[src/rtl/clkmte_pkg.sv]
// ----------------------------------------------------------------------------
// clkmte_pkg
// Shared types, codes and digit helpers for the clock menu and time editor.
// ----------------------------------------------------------------------------
`default_nettype none

package clkmte_pkg;

	// stream widths, packed fields padded to whole bytes
	localparam int ITEM_W = 56;
	localparam int RES_W  = 80;

	// tube codes
	localparam logic [3:0] CODE_POINT = 4'd10;
	localparam logic [3:0] CODE_SEP   = 4'd11;

	// key codes
	localparam logic [1:0] KEY_NONE  = 2'd0;
	localparam logic [1:0] KEY_NEXT  = 2'd1;
	localparam logic [1:0] KEY_PLUS  = 2'd2;
	localparam logic [1:0] KEY_ENTER = 2'd3;

	// ui state as reported on the result
	localparam logic [1:0] UI_NORMAL = 2'd0;
	localparam logic [1:0] UI_MENU   = 2'd1;
	localparam logic [1:0] UI_TIME   = 2'd2;
	localparam logic [1:0] UI_DATE   = 2'd3;

	// display modes
	localparam logic [2:0] MODE_TIME    = 3'd0;
	localparam logic [2:0] MODE_WL_TIME = 3'd1;
	localparam logic [2:0] MODE_DATE    = 3'd2;
	localparam logic [2:0] MODE_WL_DATE = 3'd3;
	localparam logic [2:0] MODE_TEMP    = 3'd4;
	localparam logic [2:0] MODE_WL      = 3'd5;

	// menu entries and edit cursor positions
	localparam logic [2:0] MENU_TIME = 3'd0;
	localparam logic [2:0] MENU_DATE = 3'd1;
	localparam logic [2:0] MENU_BACK = 3'd2;
	localparam logic [2:0] TCUR_HOUR_T = 3'd0;
	localparam logic [2:0] TCUR_HOUR_U = 3'd1;
	localparam logic [2:0] TCUR_MIN_T  = 3'd2;
	localparam logic [2:0] TCUR_MIN_U  = 3'd3;
	localparam logic [2:0] TCUR_SEC_T  = 3'd4;
	localparam logic [2:0] TCUR_SEC_U  = 3'd5;
	localparam logic [2:0] TCUR_MENU   = 3'd6;
	localparam logic [2:0] TCUR_SAVE   = 3'd7;
	localparam logic [2:0] DCUR_YEAR_T = 3'd0;
	localparam logic [2:0] DCUR_YEAR_U = 3'd1;
	localparam logic [2:0] DCUR_MONTH  = 3'd2;
	localparam logic [2:0] DCUR_DAY_T  = 3'd3;
	localparam logic [2:0] DCUR_DAY_U  = 3'd4;
	localparam logic [2:0] DCUR_MENU   = 3'd5;
	localparam logic [2:0] DCUR_SAVE   = 3'd6;
	localparam logic [2:0] DCUR_LAST   = 3'd7;

	// controller state, one-hot
	typedef enum logic [3:0] {
		ST_NORMAL = 4'b0001,
		ST_MENU   = 4'b0010,
		ST_TIME   = 4'b0100,
		ST_DATE   = 4'b1000
	} ui_state_t;

	// input item, key in the lowest bits
	typedef struct packed {
		logic [3:0] temp_hundredths;
		logic [3:0] temp_tenths;
		logic [3:0] temp_units;
		logic [3:0] temp_tens;
		logic [4:0] day;
		logic [3:0] month;
		logic [6:0] year;
		logic [5:0] second;
		logic [5:0] minute;
		logic [4:0] hour;
		logic [1:0] key;
	} item_t;

	// controller outcome of one step
	typedef struct packed {
		logic [4:0] edit_day;
		logic [3:0] edit_month;
		logic [6:0] edit_year;
		logic [5:0] edit_second;
		logic [5:0] edit_minute;
		logic [4:0] edit_hour;
		logic       save_strobe;
		logic [2:0] cursor;
		logic [2:0] display_mode;
		logic [1:0] ui_state;
	} ctrl_res_t;

	// full result item, digits in the lowest bits
	typedef struct packed {
		ctrl_res_t   ctrl;
		logic [31:0] digits;
	} result_t;

	// quotient by ten through reciprocal, exact for any 8-bit value
	function automatic logic [4:0] div10(input logic [7:0] v);
		logic [15:0] p;
		p = {8'd0, v} * 16'd205;
		return p[15:11];
	endfunction

	function automatic logic [7:0] mod10(input logic [7:0] v);
		logic [7:0] q10;
		q10 = {3'd0, div10(v)} * 8'd10;
		return v - q10;
	endfunction

	// tens step: wrap to units when the tens digit is at its top, else add ten
	function automatic logic [7:0] step_tens(input logic [7:0] v, input logic [4:0] top);
		return (div10(v) == top) ? mod10(v) : v + 8'd10;
	endfunction

	// units step: units nine falls back to the tens value, else add one
	function automatic logic [7:0] step_units(input logic [7:0] v);
		return (mod10(v) == 8'd9) ? v - 8'd9 : v + 8'd1;
	endfunction

	// worldline rows, tube 0 in the top nibble
	function automatic logic [31:0] wl_row(input logic [4:0] idx);
		logic [31:0] r;
		case (idx)
			5'd0:    r = 32'h0A571024;
			5'd1:    r = 32'h0A571015;
			5'd2:    r = 32'h0A571046;
			5'd3:    r = 32'h0A523299;
			5'd4:    r = 32'h0A456903;
			5'd5:    r = 32'h0A409420;
			5'd6:    r = 32'h0A337187;
			5'd7:    r = 32'h0A334581;
			5'd8:    r = 32'h1A130426;
			5'd9:    r = 32'h1A130205;
			5'd10:   r = 32'h1A130212;
			5'd11:   r = 32'h1A130238;
			5'd12:   r = 32'h1A129848;
			5'd13:   r = 32'h0A275349;
			5'd14:   r = 32'h2A615074;
			5'd15:   r = 32'h1A048596;
			5'd16:   r = 32'h1A048728;
			5'd17:   r = 32'h3A130238;
			5'd18:   r = 32'h3A182879;
			5'd19:   r = 32'h3A372329;
			5'd20:   r = 32'h3A406288;
			5'd21:   r = 32'h3A600104;
			5'd22:   r = 32'h3A667293;
			default: r = 32'h0;
		endcase
		return r;
	endfunction

endpackage

`default_nettype wire

[src/rtl/clkmte_ctrl.sv]
// ----------------------------------------------------------------------------
// clkmte_ctrl
// Panel controller: normal/menu/time edit/date edit states, display mode,
// cursor and the shadow time and date with digit stepping and clamping.
// ----------------------------------------------------------------------------
`default_nettype none

module clkmte_ctrl
	import clkmte_pkg::*;
(
	input  wire logic      clk,
	input  wire logic      arst_n,
	input  wire logic      step,   // apply item this cycle
	input  wire item_t     item,
	output      ctrl_res_t res     // outcome of the step, state after it
);

	ui_state_t  state_q, state_d;
	logic [2:0] mode_q, mode_d;
	logic [2:0] cursor_q, cursor_d;
	logic       loaded_q, loaded_d;
	logic [4:0] hour_q;
	logic [5:0] minute_q, second_q;
	logic [6:0] year_q;
	logic [3:0] month_q;
	logic [4:0] day_q;

	// wide working copies so a step may overshoot before the clamp
	logic [7:0] h8, m8, s8, y8, d8;
	logic [3:0] mo;
	logic [7:0] y_step;
	logic [2:0] mc;
	logic       save;
	logic       edit;

	// next state
	always_comb begin
		state_d  = state_q;
		mode_d   = mode_q;
		cursor_d = cursor_q;
		loaded_d = loaded_q;
		save     = 1'b0;
		h8       = {3'd0, hour_q};
		m8       = {2'd0, minute_q};
		s8       = {2'd0, second_q};
		y8       = {1'd0, year_q};
		mo       = month_q;
		d8       = {3'd0, day_q};
		y_step   = 8'd0;
		mc       = cursor_q;
		edit     = (state_q == ST_TIME) || (state_q == ST_DATE);

		// shadow load on first pass in an edit state
		if (edit && !loaded_q) begin
			loaded_d = 1'b1;
			h8 = {3'd0, item.hour};
			m8 = {2'd0, item.minute};
			s8 = {2'd0, item.second};
			y8 = {1'd0, item.year};
			mo = item.month;
			d8 = {3'd0, item.day};
		end

		case (state_q)
			ST_NORMAL: begin
				if (item.key == KEY_NEXT) begin
					mode_d = (mode_q == MODE_WL) ? MODE_TIME : mode_q + 3'd1;
				end else if (item.key == KEY_PLUS) begin
					mode_d = MODE_TIME;
				end else if (item.key == KEY_ENTER) begin
					state_d = ST_MENU;
				end
			end
			ST_MENU: begin
				mc = (cursor_q > MENU_BACK) ? MENU_TIME : cursor_q;
				cursor_d = mc;
				if (item.key == KEY_NEXT) begin
					cursor_d = (mc == MENU_BACK) ? MENU_TIME : mc + 3'd1;
				end else if (item.key == KEY_PLUS) begin
					cursor_d = (mc == MENU_TIME) ? MENU_BACK : mc - 3'd1;
				end else if (item.key == KEY_ENTER) begin
					state_d  = (mc == MENU_TIME) ? ST_TIME
					         : (mc == MENU_DATE) ? ST_DATE : ST_NORMAL;
					cursor_d = MENU_TIME;
				end
			end
			ST_TIME: begin
				if (item.key == KEY_NEXT) begin
					cursor_d = cursor_q + 3'd1;
				end else if (item.key == KEY_PLUS) begin
					case (cursor_q)
						TCUR_HOUR_T: h8 = step_tens(h8, 5'd2);
						TCUR_HOUR_U: h8 = step_units(h8);
						TCUR_MIN_T:  m8 = step_tens(m8, 5'd5);
						TCUR_MIN_U:  m8 = step_units(m8);
						TCUR_SEC_T:  s8 = step_tens(s8, 5'd5);
						TCUR_SEC_U:  s8 = step_units(s8);
						default:     ;
					endcase
				end else if (item.key == KEY_ENTER &&
				             (cursor_q == TCUR_MENU || cursor_q == TCUR_SAVE)) begin
					if (cursor_q == TCUR_MENU) begin
						state_d = ST_MENU;
					end else begin
						state_d = ST_NORMAL;
						save    = 1'b1;
					end
					cursor_d = TCUR_HOUR_T;
					loaded_d = 1'b0;
				end
				// time clamps
				if (h8 > 8'd23) h8 = 8'd20;
				if (m8 > 8'd59) m8 = 8'd59;
				if (s8 > 8'd59) s8 = 8'd59;
			end
			ST_DATE: begin
				if (item.key == KEY_NEXT) begin
					// advance modulo seven
					cursor_d = (cursor_q == DCUR_SAVE) ? DCUR_YEAR_T
					         : (cursor_q == DCUR_LAST) ? DCUR_YEAR_U : cursor_q + 3'd1;
				end else if (item.key == KEY_PLUS) begin
					case (cursor_q)
						DCUR_YEAR_T: begin
							y_step = step_tens(y8, 5'd9);
							y8 = {1'b0, y_step[6:0]};
						end
						DCUR_YEAR_U: begin
							y_step = step_units(y8);
							y8 = {1'b0, y_step[6:0]};
						end
						DCUR_MONTH:  mo = (mo < 4'd12) ? mo + 4'd1 : 4'd1;
						DCUR_DAY_T:  d8 = step_tens(d8, 5'd3);
						DCUR_DAY_U:  d8 = step_units(d8);
						default:     ;
					endcase
				end else if (item.key == KEY_ENTER &&
				             (cursor_q == DCUR_MENU || cursor_q == DCUR_SAVE)) begin
					if (cursor_q == DCUR_MENU) begin
						state_d = ST_MENU;
					end else begin
						state_d = ST_NORMAL;
						save    = 1'b1;
					end
					cursor_d = DCUR_YEAR_T;
					loaded_d = 1'b0;
				end
				// day clamps by month
				if (d8 > 8'd31) d8 = 8'd31;
				if (mo == 4'd2 && d8 > 8'd29) d8 = 8'd29;
				if ((mo == 4'd4 || mo == 4'd6 || mo == 4'd9 || mo == 4'd11) &&
				    d8 > 8'd30) d8 = 8'd30;
			end
			default: begin
				state_d = ST_NORMAL;
			end
		endcase

		if (mode_d > MODE_WL) mode_d = MODE_TIME;
	end

	// state registers
	always_ff @(posedge clk or negedge arst_n) begin
		if (!arst_n) begin
			state_q  <= ST_NORMAL;
			mode_q   <= MODE_TIME;
			cursor_q <= 3'd0;
			loaded_q <= 1'b0;
			hour_q   <= 5'd0;
			minute_q <= 6'd0;
			second_q <= 6'd0;
			year_q   <= 7'd0;
			month_q  <= 4'd1;
			day_q    <= 5'd1;
		end else if (step) begin
			state_q  <= state_d;
			mode_q   <= mode_d;
			cursor_q <= cursor_d;
			loaded_q <= loaded_d;
			hour_q   <= h8[4:0];
			minute_q <= m8[5:0];
			second_q <= s8[5:0];
			year_q   <= y8[6:0];
			month_q  <= mo;
			day_q    <= d8[4:0];
		end
	end

	// outcome of the step
	always_comb begin
		case (state_d)
			ST_MENU: res.ui_state = UI_MENU;
			ST_TIME: res.ui_state = UI_TIME;
			ST_DATE: res.ui_state = UI_DATE;
			default: res.ui_state = UI_NORMAL;
		endcase
		res.display_mode = mode_d;
		res.cursor       = cursor_d;
		res.save_strobe  = save;
		res.edit_hour    = h8[4:0];
		res.edit_minute  = m8[5:0];
		res.edit_second  = s8[5:0];
		res.edit_year    = y8[6:0];
		res.edit_month   = mo;
		res.edit_day     = d8[4:0];
	end

	// shadow only held while editing
	a_loaded_in_edit: assert property (@(posedge clk) disable iff (!arst_n)
		loaded_q |-> (state_q == ST_TIME || state_q == ST_DATE))
		else $error("shadow marked loaded outside an edit state");

	// leaving an edit state always drops the shadow
	a_exit_unloads: assert property (@(posedge clk) disable iff (!arst_n)
		(step && edit && !(state_d == ST_TIME || state_d == ST_DATE)) |=> !loaded_q)
		else $error("shadow still loaded after leaving edit");

endmodule

`default_nettype wire

[src/rtl/clkmte_digits.sv]
// ----------------------------------------------------------------------------
// clkmte_digits
// Forms the eight tube codes for the display mode from the live inputs.
// ----------------------------------------------------------------------------
`default_nettype none

module clkmte_digits
	import clkmte_pkg::*;
(
	input  wire logic [2:0]  mode,
	input  wire item_t       item,
	output      logic [31:0] digits   // tube 0 in bits 31:28
);

	logic [3:0] hr_t, hr_u, mi_t, mi_u, se_t, se_u;
	logic [3:0] yr_t, yr_u, mo_t, mo_u, dy_t, dy_u;
	logic [4:0] yr_q;
	logic [7:0] hr_r, mi_r, se_r, yr_r, mo_r, dy_r;
	logic [4:0] hr_q, mi_q, se_q, mo_q, dy_q;
	logic [5:0] wl_idx;

	// tens and units of each live field
	always_comb begin
		hr_q = div10({3'd0, item.hour});
		mi_q = div10({2'd0, item.minute});
		se_q = div10({2'd0, item.second});
		yr_q = div10({1'd0, item.year});
		mo_q = div10({4'd0, item.month});
		dy_q = div10({3'd0, item.day});
		hr_r = mod10({3'd0, item.hour});
		mi_r = mod10({2'd0, item.minute});
		se_r = mod10({2'd0, item.second});
		yr_r = mod10({1'd0, item.year});
		mo_r = mod10({4'd0, item.month});
		dy_r = mod10({3'd0, item.day});
		hr_t = hr_q[3:0];
		hr_u = hr_r[3:0];
		mi_t = mi_q[3:0];
		mi_u = mi_r[3:0];
		se_t = se_q[3:0];
		se_u = se_r[3:0];
		// year tens digit taken modulo ten
		yr_t = (yr_q >= 5'd10) ? 4'(yr_q - 5'd10) : yr_q[3:0];
		yr_u = yr_r[3:0];
		mo_t = mo_q[3:0];
		mo_u = mo_r[3:0];
		dy_t = dy_q[3:0];
		dy_u = dy_r[3:0];
	end

	// worldline row: minute modulo 23
	always_comb begin
		if (item.minute >= 6'd46) begin
			wl_idx = item.minute - 6'd46;
		end else if (item.minute >= 6'd23) begin
			wl_idx = item.minute - 6'd23;
		end else begin
			wl_idx = item.minute;
		end
	end

	// tube codes per mode
	always_comb begin
		case (mode)
			MODE_WL_TIME: digits = {3'd0, item.minute[0], CODE_POINT,
			                        hr_t, hr_u, mi_t, mi_u, se_t, se_u};
			MODE_DATE:    digits = {yr_t, yr_u, CODE_SEP, mo_t, mo_u, CODE_SEP,
			                        dy_t, dy_u};
			MODE_WL_DATE: digits = {3'd0, item.day[0], CODE_POINT,
			                        yr_t, yr_u, mo_t, mo_u, dy_t, dy_u};
			MODE_TEMP:    digits = {CODE_SEP, CODE_SEP, CODE_SEP,
			                        item.temp_tens, item.temp_units, CODE_POINT,
			                        item.temp_tenths, item.temp_hundredths};
			MODE_WL:      digits = wl_row(wl_idx[4:0]);
			default:      digits = {hr_t, hr_u, CODE_SEP, mi_t, mi_u, CODE_SEP,
			                        se_t, se_u};
		endcase
	end

endmodule

`default_nettype wire

[src/rtl/clock_menu_and_time_editor_core.sv]
// ----------------------------------------------------------------------------
// clock_menu_and_time_editor_core
// Clock front panel: one item per loop pass in, one display/editor result out.
// ----------------------------------------------------------------------------
//  channel   | ports          | contents
//  ----------+----------------+-------------------------------------------------
//  input     | s_axis_*       | key, live time and date, four temperature digits
//  result    | m_axis_*       | tube codes, ui state, mode, cursor, save, shadow
//
//  An item passes through the input register and then the result register;
//  one item per cycle sustained while the result is taken.
//  The controller state is updated as the item moves into the result register.
//  A stalled result holds the result register; the input register still takes
//  one more item, after which input ready drops until the result is taken.
//  Reset clears the controller to normal state, time display, cursor 0.
// ----------------------------------------------------------------------------
`default_nettype none

module clock_menu_and_time_editor_core
	import clkmte_pkg::*;
(
	input  wire logic              clk,
	input  wire logic              arst_n,
	input  wire logic              s_axis_tvalid,
	output      logic              s_axis_tready,
	// key, hour, minute, second, year, month, day,
	// temp_tens, temp_units, temp_tenths, temp_hundredths
	input  wire logic [ITEM_W-1:0] s_axis_tdata,
	output      logic              m_axis_tvalid,
	input  wire logic              m_axis_tready,
	// digits, ui_state, display_mode, cursor, save_strobe, edit_hour,
	// edit_minute, edit_second, edit_year, edit_month, edit_day
	output      logic [RES_W-1:0]  m_axis_tdata
);

	item_t     item_s1;
	logic      valid_s1;
	result_t   res_q;
	logic      res_valid_q;
	logic      advance;
	ctrl_res_t ctrl_res;
	logic [31:0] digits;

	// handshake
	assign advance       = valid_s1 && (!res_valid_q || m_axis_tready);
	assign s_axis_tready = !valid_s1 || advance;

	// input register
	always_ff @(posedge clk or negedge arst_n) begin
		if (!arst_n) begin
			valid_s1 <= 1'b0;
		end else if (s_axis_tready) begin
			valid_s1 <= s_axis_tvalid;
		end
	end

	always_ff @(posedge clk) begin
		if (s_axis_tvalid && s_axis_tready) begin
			item_s1 <= item_t'(s_axis_tdata[$bits(item_t)-1:0]);
		end
	end

	// controller
	clkmte_ctrl u_ctrl (
		.clk    (clk),
		.arst_n (arst_n),
		.step   (advance),
		.item   (item_s1),
		.res    (ctrl_res)
	);

	// tube codes for the mode after the step
	clkmte_digits u_digits (
		.mode   (ctrl_res.display_mode),
		.item   (item_s1),
		.digits (digits)
	);

	// result register
	always_ff @(posedge clk or negedge arst_n) begin
		if (!arst_n) begin
			res_valid_q <= 1'b0;
		end else if (advance) begin
			res_valid_q <= 1'b1;
		end else if (m_axis_tready) begin
			res_valid_q <= 1'b0;
		end
	end

	always_ff @(posedge clk) begin
		if (advance) begin
			res_q.ctrl   <= ctrl_res;
			res_q.digits <= digits;
		end
	end

	assign m_axis_tvalid = res_valid_q;
	assign m_axis_tdata  = {{(RES_W - $bits(result_t)){1'b0}}, res_q};

	// a save only ever lands back in normal state
	a_save_normal: assert property (@(posedge clk) disable iff (!arst_n)
		(res_valid_q && res_q.ctrl.save_strobe) |-> (res_q.ctrl.ui_state == UI_NORMAL))
		else $error("save strobe outside normal state");

	// display mode kept within its six modes
	a_mode_range: assert property (@(posedge clk) disable iff (!arst_n)
		res_valid_q |-> (res_q.ctrl.display_mode <= MODE_WL))
		else $error("display mode out of range");

	// menu cursor within its three entries
	a_menu_cursor: assert property (@(posedge clk) disable iff (!arst_n)
		(res_valid_q && res_q.ctrl.ui_state == UI_MENU) |-> (res_q.ctrl.cursor <= MENU_BACK))
		else $error("menu cursor out of range");

	// a held result is not overwritten
	a_hold_result: assert property (@(posedge clk) disable iff (!arst_n)
		(res_valid_q && !m_axis_tready) |=> !$past(advance) && $stable(res_q))
		else $error("stalled result changed");

endmodule

`default_nettype wire
[config.mk]
export PLATFORM = sky130hd
export DESIGN_NAME = clock_menu_and_time_editor_core
export DESIGN_NICKNAME = d
export VERILOG_FILES = /design/src/rtl/clkmte_pkg.sv /design/src/rtl/clkmte_ctrl.sv /design/src/rtl/clkmte_digits.sv /design/src/rtl/clock_menu_and_time_editor_core.sv
export SDC_FILE = /design/constraint.sdc
export NUM_CORES = 1
export LEC_CHECK = 0
export ABC_AREA = 1
export BUFFER_PORTS_ARGS = -buffer_cell sky130_fd_sc_hd__buf_2
export CORE_UTILIZATION = 40
export DETAILED_ROUTE_END_ITERATION = 8
export HOLD_SLACK_MARGIN = 0.12
export SETUP_SLACK_MARGIN = 0.1
export SYNTH_ARGS = -nofsm -noshare
export SYNTH_HDL_FRONTEND = slang
export SYNTH_HIERARCHICAL = 1
export SYNTH_SLANG_ARGS = --single-unit
export TNS_END_PERCENT = 30
[constraint.sdc]
create_clock -name clk -period 10.05 [get_ports clk]
set_input_delay 2.01 -clock clk [delete_from_list [all_inputs] [get_ports clk]]
set_output_delay 2.01 -clock clk [all_outputs]
set_load 0.005 [all_outputs]
==> reports/results.ini <==
[run_status]
status = complete, no violations

[finish]
n_antenna_cell = 0
syn2layout_area_growth_pct = 9.29
final_core_util = 0.446
layout_common_cells = nand2_1, inv_1, ha_1
final_common_cell = nand2_1
fill_cells = 5239
final-seq-area_um2 = 4910
multi_input_area_um2 = 14200
nets = 3359
drive_gt1_frac = 0.115

[logic_synthesis]
synth_xor_xnor_area_share = 0.0339
synth_adder_area_share = 0.283
ys_ff_latch = 171
yosys_warnings = 6
synth_cell_types = 74
synth_edf_count = 125
avgSynthCellArea_um2 = 7.74
synth_top_family_by_area = adder cells
yosys.area_share.simple = 0.247
synth_compound_area_frac = 0.105
synth.area.mux_share = 0.000474
synth_area_um2 = 21100
yosysSeqAreaShare = 0.232
synth_area_leaders = ha_1, edfxtp_1, nand2_1
ys_async_sr_fraction = 0.269
yosysTopAreaCellShare = 0.226
synth_area_leader_cell = ha_1
syn_inst = 2729
synth_top_flop_cell = edfxtp_1

[global_route]
grt_usage = 0.224
overflow = 0
antenna_found_initial = 0
grt_pass1_wl_um = 94800
grt_pass1_vias = 18449
grt_max_degree = 82

[timing]
final.setup.tns_ps = 0
min_period_over_period = 0.923
rsz0062_at_grt = false
fin_crit_ps = 9280
fmax_mhz = 108
worstMarginPinSlew_ps = 998
setup_viol = 0
hold_viol_final = 0
max-slew-margin-rel = 0.328
hold_slack_ps = 469
fin_skew_ps = 14.3
report.final.slew_viol_count = 0

[worst_setup_path]
slowest_stage = o21ai_1
crit_required_ps = 10280
slowest_delay_ps = 520
path_max_fanout = 18
critPathMostFrequentCell = inv_1
setup.worst_path.end_class = flop
path_class = reg2reg
arrival_ps = 9500
start_kind = flop

[detailed_routing]
firstDrtPassIters = 5
ant_nets = 0
vias = 18575
wl_per_cell_um = 16.6
via_per_inst = 5.23
drt_iter0_markers = 1240
wl_um = 59100
post-route-drc-count = 0

[clocking]
cts_buffers = 17
cts_tree = built
clock_sinks = 171
postCtsSetupBuffers = 0
cts_resized = 0
cts_max_level = 4
cts_hold_buf = 0
cts.reportedPaths.clkPinSlew_ps = 80
cts_root_buffer = clkbuf_16
cts.path.max_buffers = 2
clock_latency_ps = 490

[placement]
io_buffers = 130
gp_congestion = 0.922
dp_hpwl_um = 47000

[pwr]
pwr_density_cell_nw_per_um2 = 300
ir_drop_mv = 0.186
p_leak_nw = 12.3

[floorplan]
row_count = 83
coreArea_um2 = 51700
pin_count = 142
dieArea_um2 = 53700
die_w_um = 232
die_h_um = 232
initial_utilization = 0.409

[run]
max_cap_viol_count = 0

[min_path]
hold_class = reg2reg

power breakdown:
| group | leakage [nW] | internal (mW) | switching [mW] |
|---|---|---|---|
| combinational | 10.2 | 1.83 | 3.30 |
| sequential | 1.81 | 1.00 | 0.103 |
| clock | 0.289 | 0.353 | 0.325 |
| total | 12.3 | 3.19 | 3.73 |
registers in the layout (all words and copies together), names as in the netlist, 5 cells and up, named ones only:
signal / count
u_ctrl/year_q: 7
u_ctrl/second_q: 6
u_ctrl/day_q: 5
m_axis_tdata: 74
u_ctrl/hour_q: 5
u_ctrl/minute_q: 6
item_s1: 51
path summary, 6_finish.rpt:
kind	cells after the start	from	slack, ps	end
max	49	u_ctrl/state_q[1]	770	m_axis_tdata[64]
min	2	u_ctrl/day_q[0]	470	u_ctrl/day_q[0]
max reg2reg	49	u_ctrl/state_q[1]	770	m_axis_tdata[64]
min reg2reg	2	u_ctrl/day_q[0]	470	u_ctrl/day_q[0]
max in group asynchronous	2	arst_n	7920	u_ctrl/minute_q[4]
min in group asynchronous	2	arst_n	1640	u_ctrl/year_q[2]
layout make-up:
cell class	count	area share
Clock buffer	18	0.0190
Multi-Input combinational cell	2047	0.615
Tap cell	680	0.0368
Clock inverter	14	0.00580
Inverter	475	0.0773
Timing Repair Buffer	145	0.0331
Sequential cell	171	0.213
critical path, delay by kind of cell (launching register included):
| family | cells | cell delay (ps) |
|---|---|---|
| XOR/XNOR | 3 | 520 |
| flip-flops | 1 | 430 |
| adder cells (fa/ha/maj) | 9 | 3160 |
| AO/OA/AOI/OAI | 9 | 1730 |
| buffers and inverters | 10 | 1100 |
| AND/OR/NAND/NOR | 18 | 2040 |
kinds of logic (layout without fill, tap and decap cells):
| family | after synthesis | in the layout |
|---|---|---|
| muxes | 1 | 1 |
| xor gates and xnor gates | 74 | 74 |
| and+or+nand+nor | 1155 | 1155 |
| DFF | 171 | 171 |
| other | 1 | 6 |
| buffers and inverters | 516 | 652 |
| adders and majority gates | 442 | 442 |
| AOI/OAI and AO/OA | 369 | 369 |
Yosys cell counts (4+ instances only):
library cell,instances
a211oi_1,8
a21o_1,7
a21oi_1,103
a21oi_2,4
a221oi_1,6
a22oi_2,5
a31oi_1,7
and2_1,7
buf_2,10
buf_4,9
buf_6,8
clkbuf_1,10
dfrtp_1,43
edfxtp_1,125
fa_1,61
ha_1,381
inv_1,458
inv_2,15
nand2_1,637
nand2_2,31
nand2_4,14
nand3_1,199
nand3_2,12
nand3b_1,14
nand4_1,40
nor2_1,136
nor2_2,14
nor2_4,4
nor3_1,17
o2111ai_1,5
o211ai_1,11
o21a_1,5
o21ai_0,134
o21ai_1,26
o21ai_2,7
o21bai_1,9
o22ai_1,7
or2_2,17
xnor2_1,22
xor2_1,46
xor2_2,4
per-stage QoR:
stage                     setup slack (ps)  power (mW)  area (µm²)  std cells
after floorplan                       1180        4.88       21100       2734
after global placement                 650        6.04       22500       3518
final                                  774        6.92       23100       3550
after CTS                              421        6.89       23100       3550
after global routing                  88.0        7.69       23100       3550
after detailed placement               464        6.16       22500       3518
layer usage:
metal,part of all wire,vias to the layer above,GRT usage,wire [µm]
met5,0,-,0,0
met4,0.029,0,0.0833,1700
met3,0.050,77,0.0375,2960
met2,0.47,479,0.376,28000
met1,0.45,8797,0.287,26400
li1,-,9222,-,-
No activity file was read; power rests on OpenSTA's default activity.
